**src/gradient_noise_2d_top_defines.svh**
```systemverilog
// gradient_noise_2d_top_defines.svh: assertion macros shared by the RTL.
// Expects i_clk and i_rst_n in the scope of the module that uses them.
`ifndef GRADIENT_NOISE_2D_TOP_DEFINES_SVH
`define GRADIENT_NOISE_2D_TOP_DEFINES_SVH

// Property checked at every clock edge outside reset.
`define GN2D_ASSERT(name, prop, msg) \
    name: assert property (@(posedge i_clk) disable iff (!i_rst_n) (prop)) else $error(msg);

// Condition at one edge implies an expression at the next edge.
`define GN2D_ASSERT_NEXT(name, cond, expr, msg) \
    name: assert property (@(posedge i_clk) disable iff (!i_rst_n) (cond) |=> (expr)) \
        else $error(msg);

`endif

```
**src/gn2d_pkg.sv**
```systemverilog
`timescale 1ns / 1ps
// gn2d_pkg: constants, command codes and the queue item type of the
// 2D gradient noise block. No dependencies.
package gn2d_pkg;

    localparam int TABLE_SIZE      = 256;
    localparam int IDX_W           = $clog2(TABLE_SIZE);
    localparam int PERM_W          = 8;
    localparam int GRAD_W          = 16;
    localparam int COORD_W         = 32;
    localparam int NOISE_W         = 16;
    localparam int FRAC_BITS_DEF   = 16;
    localparam int QUEUE_DEPTH_DEF = 4;

    // quintic fade, Q0.16 weight
    localparam int FADE_T_W = 16;
    localparam int FADE_W   = 20;
    localparam logic [FADE_W-1:0] FADE_C15 = 20'd983040;
    localparam logic [FADE_W-1:0] FADE_C10 = 20'd655360;

    typedef enum logic [1:0] {
        CMD_EVAL  = 2'd0,
        CMD_WPERM = 2'd1,
        CMD_WGRAD = 2'd2,
        CMD_NONE  = 2'd3
    } t_cmd;

    typedef struct packed {
        t_cmd                     kind;
        logic [IDX_W-1:0]         tbl_index;
        logic [PERM_W-1:0]        perm_value;
        logic signed [GRAD_W-1:0] grad_x;
        logic signed [GRAD_W-1:0] grad_y;
        logic [IDX_W-1:0]         cell_x;
        logic [IDX_W-1:0]         cell_y;
    } t_item;

endpackage

```
**src/gn2d_queue.sv**
```systemverilog
`timescale 1ns / 1ps
// gn2d_queue: short FIFO between front and back.
// Depends on gn2d_pkg and gradient_noise_2d_top_defines.svh.
`include "gradient_noise_2d_top_defines.svh"
module gn2d_queue #(
    parameter int WIDTH = 8,
    parameter int DEPTH = gn2d_pkg::QUEUE_DEPTH_DEF
) (
    input  logic             i_clk,
    input  logic             i_rst_n,
    input  logic             i_push,
    input  logic [WIDTH-1:0] i_data,
    input  logic             i_pop,
    output logic [WIDTH-1:0] o_data,
    output logic             o_empty,
    output logic             o_full
);

    localparam int PTR_W = $clog2(DEPTH);
    localparam int CNT_W = $clog2(DEPTH + 1);

    logic [WIDTH-1:0] r_mem [DEPTH];
    logic [PTR_W-1:0] r_wr_ptr, n_wr_ptr;
    logic [PTR_W-1:0] r_rd_ptr, n_rd_ptr;
    logic [CNT_W-1:0] r_count, n_count;

    always_comb begin
        n_wr_ptr = r_wr_ptr;
        n_rd_ptr = r_rd_ptr;
        n_count  = r_count;
        if (i_push) begin
            n_wr_ptr = (r_wr_ptr == PTR_W'(DEPTH - 1)) ? '0 : r_wr_ptr + 1'b1;
        end
        if (i_pop) begin
            n_rd_ptr = (r_rd_ptr == PTR_W'(DEPTH - 1)) ? '0 : r_rd_ptr + 1'b1;
        end
        if (i_push && !i_pop) begin
            n_count = r_count + 1'b1;
        end else if (!i_push && i_pop) begin
            n_count = r_count - 1'b1;
        end
    end

    always_ff @(posedge i_clk) begin
        if (!i_rst_n) begin
            r_wr_ptr <= '0;
            r_rd_ptr <= '0;
            r_count  <= '0;
        end else begin
            r_wr_ptr <= n_wr_ptr;
            r_rd_ptr <= n_rd_ptr;
            r_count  <= n_count;
        end
    end

    always_ff @(posedge i_clk) begin
        if (i_push) begin
            r_mem[r_wr_ptr] <= i_data;
        end
    end

    assign o_data  = r_mem[r_rd_ptr];
    assign o_empty = (r_count == '0);
    assign o_full  = (r_count == CNT_W'(DEPTH));

    `GN2D_ASSERT(a_no_push_full, o_full |-> !i_push, "push into full queue")
    `GN2D_ASSERT(a_no_pop_empty, o_empty |-> !i_pop, "pop from empty queue")
    `GN2D_ASSERT_NEXT(a_count_track, i_rst_n, r_count == $past(r_count) + CNT_W'($past(i_push)) - CNT_W'($past(i_pop)), "queue count mismatch")

endmodule

```
**config.mk**
```make
export PLATFORM = sky130hd
export DESIGN_NAME = gn2d_queue
export DESIGN_NICKNAME = d
export VERILOG_FILES = /design/src/gn2d_pkg.sv /design/src/gn2d_queue.sv
export VERILOG_INCLUDE_DIRS = /design/src /design/src/src
export SDC_FILE = /design/constraint.sdc
export NUM_CORES = 1
export LEC_CHECK = 0
export BUFFER_PORTS_ARGS = -buffer_cell sky130_fd_sc_hd__buf_2
export CORE_ASPECT_RATIO = 1.2
export CORE_MARGIN = 2
export CORE_UTILIZATION = 55
export DETAILED_ROUTE_END_ITERATION = 16
export GPL_TIMING_DRIVEN = 1
export PLACE_DENSITY = 0.77
export SYNTH_ARGS = -nofsm -noshare
export SYNTH_HDL_FRONTEND = slang
export SYNTH_SLANG_ARGS = --single-unit
```
**constraint.sdc**
```tcl
create_clock -name i_clk -period 1.65 [get_ports i_clk]
set_input_delay 0.0825 -clock i_clk [delete_from_list [all_inputs] [get_ports i_clk]]
set_output_delay 0.0825 -clock i_clk [all_outputs]
set_load 0.005 [all_outputs]
```
After elaboration in Yosys (flattened, before gate mapping)
Memory sizes are Yosys's and may differ from the RTL's. A register that Yosys moved wholly into a read port is not among the register bits. Cells that the tools add are included.

Output and inout port bits: 10. Memory bits (read-only): 0. Register bits after elaboration: 7. Memories kept: 1. Latch bits: 0. Input port bits: 12. Word-level logic and storage cells: 25. Memory bits (writable): 32.

Memory list: r_mem (depth 4, width 8, read ports 1, clocked after Yosys merged registers in 1, write ports 1, line gn2d_queue.sv:22) `logic [WIDTH-1:0] r_mem [DEPTH];`.

Bitwise gates (word level): 0. Divide/modulo/power cells: 0. $lt $le $gt $ge: 0. Reductions and logical operators: 6. Eq/ne operators: 3. Multiplexer cells: 8. Multipliers: 0. Shift operators: 0. Add/sub/neg operators: 4.

Operator list (count): $mux W2 (4); $mux W3 (2); $add A2 B1 Y2 const B (2); $eq A2 B2 Y1 const B (2); $add A3 B1 Y3 const B (1); $eq A3 B3 Y1 const B (1); $logic_not A3 Y1 (1); $sub A3 B1 Y3 const B (1); $logic_and A1 B1 Y1 (2); $logic_not A1 Y1 (2); $mux W1 (2); $reduce_bool A2 Y1 (1).

Longest topological paths before layout
Depth after elaboration: 4. Mapped depth: 7. Mapped depth without buffers: 7.

Worst setup path before layout
OpenSTA, ideal clock, no wires.

Kind: flip-flop to flip-flop. Start: register r_count[0]. End: register r_count[2]. Data required time: 1580 ps. Data arrival time: 1323 ps. Period minus slack after synthesis: 1393 ps. Buffers on the path: 0. Path slack: 257 ps. Stages on the path, launching flop included: 5. Setup time: 70 ps. Path through: dfxtp_1 -> fa_1 -> xor2_1 -> or3_1 -> a21boi_1.

Cells in the longest elaborated chain, start to end: 3. Elaborated cells on any way between the ends: 4. Those cells by class: add/sub: 2; mux: 2.

RTL lines: start: declaration (line gn2d_queue.sv:25) `logic [CNT_W-1:0] r_count, n_count;`; start signal: assignment (line gn2d_queue.sv:52) `r_count <= n_count;`; $sub A3 B1 Y3 (line gn2d_queue.sv:40) `n_count = r_count - 1'b1;`; $mux W3 (line gn2d_queue.sv:39) `end else if (!i_push && i_pop) begin`; $mux W3 * (line gn2d_queue.sv:37) `if (i_push && !i_pop) begin`.

Mark *: on every way between the ends. The rest lies on a longest branch, timed or not. The select of a mux whose other input is x is not followed. A chain may end at the register's enable or synchronous reset.

==> out/qor.json <==
{
  "drive_above_1_share": {"value": 31.7, "unit": "%"},
  "synth_area_in_compound_gates": {"value": 1.24, "unit": "%"},
  "setup_viol": {"value": 0},
  "post-route-period-util": {"value": 95.2, "unit": "%"},
  "antenna_left": {"value": 0},
  "drt_iter0_markers": {"value": 14},
  "synthSimpleGateAreaFrac": {"value": 5.58, "unit": "%"},
  "leakagePower": {"value": 0.720, "unit": "nW"},
  "finalWorstPathRequiredPeriod": {"value": 1.57, "unit": "ns"},
  "hpwl_after_detailed_placement": {"value": 1570, "unit": "um"},
  "combinational_family_with_the_most_area_after_synthesis": {"value": "multiplexers"},
  "drcViolationCount": {"value": 0},
  "grt_setup_unrepaired": {"value": "false"},
  "hold_depth": {"value": 3},
  "grt_start_max_net_pins": {"value": 15},
  "start_util": {"value": 58.0, "unit": "%"},
  "insertion_delay": {"value": 0.35, "unit": "ns"},
  "cell_rows": {"value": 21},
  "detailed_place.area": {"value": 0.00175, "unit": "mm2"},
  "cp.arrival": {"value": 1.49, "unit": "ns"},
  "reg2reg_depth": {"value": 4},
  "synth_warnings": {"value": 0},
  "gr_usage_total": {"value": 16.0, "unit": "%"},
  "max_freq": {"value": 637, "unit": "MHz"},
  "fin_nets": {"value": 141},
  "die_area": {"value": 0.00339, "unit": "mm2"},
  "worstPathMaxFanout": {"value": 8},
  "post_synth_inst_count": {"value": 86},
  "grt_overflow_total": {"value": 0},
  "synth-seq-area-share": {"value": 70.6, "unit": "%"},
  "cts.reportedPaths.clkPinSlew": {"value": 0.12, "unit": "ns"},
  "worst_setup_path_end_kind": {"value": "output pin"},
  "setup_tns": {"value": 0, "unit": "ns"},
  "finish.instance_area": {"value": 0.00193, "unit": "mm2"},
  "totalWireLength": {"value": 2310, "unit": "um"},
  "hp-start": {"value": "i_pop"},
  "layout_skew": {"value": 0.0124, "unit": "ns"},
  "worst_r2r_endpoint": {"value": "r_count[2]"},
  "report.final.hold_viol_count": {"value": 0},
  "tritoncts": {"value": "built"},
  "drtPass1Iterations": {"value": 4},
  "grt_antenna_before_repair": {"value": 0},
  "pin_count": {"value": 22},
  "synthMuxAreaShare": {"value": 13.6, "unit": "%"},
  "die_x": {"value": 53.5, "unit": "um"},
  "grt_pass1_wl": {"value": 3770, "unit": "um"},
  "report.final.slew_viol_count": {"value": 0},
  "n_diodes": {"value": 0},
  "place.port_buffers": {"value": 21},
  "grt_pass1_vias": {"value": 887},
  "r2r_setup_slack": {"value": 0.18, "unit": "ns"},
  "ys_types": {"value": 20},
  "placer_s_final_routability_congestion_estimate": {"value": 0.758},
  "hold_slack": {"value": 0.0800, "unit": "ns"},
  "area_growth": {"value": 19.3, "unit": "%"},
  "num_vias": {"value": 825},
  "cts_setup_buffers": {"value": 0},
  "die_y": {"value": 63.4, "unit": "um"},
  "worst_slew_pin_slew": {"value": 0.444, "unit": "ns"},
  "ctsHtreeMaxLevel": {"value": 2},
  "detail_route.wl_per_cell": {"value": 14.7, "unit": "um"},
  "coreArea": {"value": 0.00279, "unit": "mm2"},
  "max-clock-path-buffers": {"value": 2},
  "synth_adder_area_share": {"value": 5.89, "unit": "%"},
  "cp_data_required_time": {"value": 1.57, "unit": "ns"},
  "power.density": {"value": 1060, "unit": "mW/mm2"},
  "maxCapViolations": {"value": 0},
  "cts.root.buffer_cell": {"value": "clkbuf_4"},
  "clock_sinks": {"value": 41},
  "vdd_drop_max": {"value": 0.000631, "unit": "V"},
  "utilization": {"value": 69.2, "unit": "%"},
  "post_synthesis_mean_instance_area": {"value": 18.8, "unit": "um2"},
  "synth_xor_xnor_area_share": {"value": 1.08, "unit": "%"},
  "route.detailed.vias_per_inst": {"value": 5.25},
  "syn_nets": {"value": 105},
  "syn_area": {"value": 0.00162, "unit": "mm2"},
  "cts_inserted_buffers": {"value": 5},
  "worst_min_delay_path_class": {"value": "input pin to flop"},
  "r2r-start": {"value": "r_count[0]"},
  "kind_of_launch_point_of_the_worst_setup_path": {"value": "flop"},
  "status": {"value": "completed"},
  "worst_slew_margin_relative_to_its_limit": {"value": 70.4, "unit": "%"},
  "synth-seq-cells": {"value": 41},
  "criticalPathCategory": {"value": "flop to output pin"}
}
-- placed cells by master, fill, tap and decap left out, types with 2 or more instances in the layout --
cell type	Yosys	layout
inv_1	4	4
clkbuf_4	0	5
nor3_1	2	2
buf_2	0	21
nor2b_1	5	5
dfxtp_1	9	8
ha_1	6	6
mux4_2	8	8
mux2i_1	4	4
and2_1	5	5
dlygate4sd3_1	0	9
edfxtp_1	32	32
-- kinds of logic after synthesis --
| group | count (synthesis) |
|---|---|
| flops | 41 |
| mux | 12 |
| simple gates | 15 |
| compound gates | 3 |
| xor+xnor | 2 |
| fa+ha+maj | 7 |
| buf+inv | 6 |
-- timing repair --
item                                    CTS  global route
resized for setup                         0             2
hold endpoints to repair                 32             1
endpoints found under the setup margin    0             8
hold buffers                              8             1
-- metal layers --
layer | global-route usage, % | vias to the layer above | wire, um
li1 | - | 397 | -
met1 | 18.6 | 400 | 901
met2 | 26.5 | 22 | 1250
met3 | 3.55 | 6 | 113
met4 | 8.65 | 0 | 51
met5 | 0 | - | 0
-- per-stage QoR --
step | power [W] | cells | worst slack, ns
6_report | 0.00204 | 157 | 0.0794
3_3_place_gp | 0.00145 | 140 | 0.136
2_1_floorplan | 0.00137 | 86 | 0.257
4_1_cts | 0.00205 | 156 | 0.0117
5_1_grt | 0.00212 | 157 | 0.00496
3_5_place_dp | 0.00146 | 140 | 0.0881
-- cell usage after synthesis, drive strengths merged --
library cell  instances  share of area [%]
ha                    6                4.6
xor2                  1               0.54
a21boi                1               0.46
edfxtp               32                 59
mux4                  8                 11
buf                   1               0.70
o21a                  1               0.46
nor3b                 1               0.46
nor2                  1               0.23
xnor2                 1               0.54
nor2b                 5                1.9
dfxtp                 9                 11
o21ai                 1               0.31
and2                  5                1.9
mux2i                 4                2.5
inv                   4               0.93
nor3                  2               0.62
clkbuf                1               0.31
or3                   1               0.39
fa                    1                1.2
-- cell type report --
class / instances / area, um2
well taps: 34 / 42.5
clock inverters: 2 / 15.0
inverters: 4 / 15.0
repair buffers: 31 / 206
clock buffers: 6 / 62.6
multi-input cells: 39 / 443
flip-flops and latches: 41 / 1140
fillers: 201 / 858
-- report_power, final --
part | internal (W) | total, W | switching, W
registers | 0.00117 | 0.00121 | 0.0000366
logic | 0.000137 | 0.000241 | 0.000104
clock network | 0.000262 | 0.000586 | 0.000324
total | 0.00157 | 0.00204 | 0.000465
-- critical path, stage by stage, from the launching register on --
cell and delay, ns:
dfxtp_2 0.34, buf_6 0.15, mux4_2 0.50, buf_2 0.14
-- registers in the layout, summed over array words and instances, names as in the netlist, named ones only --
register / flops
r_count: 3
r_mem: 32
r_rd_ptr: 2
r_wr_ptr: 2
-- worst max path at each step --
stage | startpoint | end | slack [ns]
finish | flop | o_data[2] | 0.08
global route | flop | o_data[2] | 0.005
CTS | flop | o_data[2] | 0.01
detailed placement | i_pop | r_count[2] | 0.09
global placement | i_pop | r_count[2] | 0.14
floorplan | r_count[0] | r_count[2] | 0.26
Note: power is estimated with default switching activity, not from simulation.
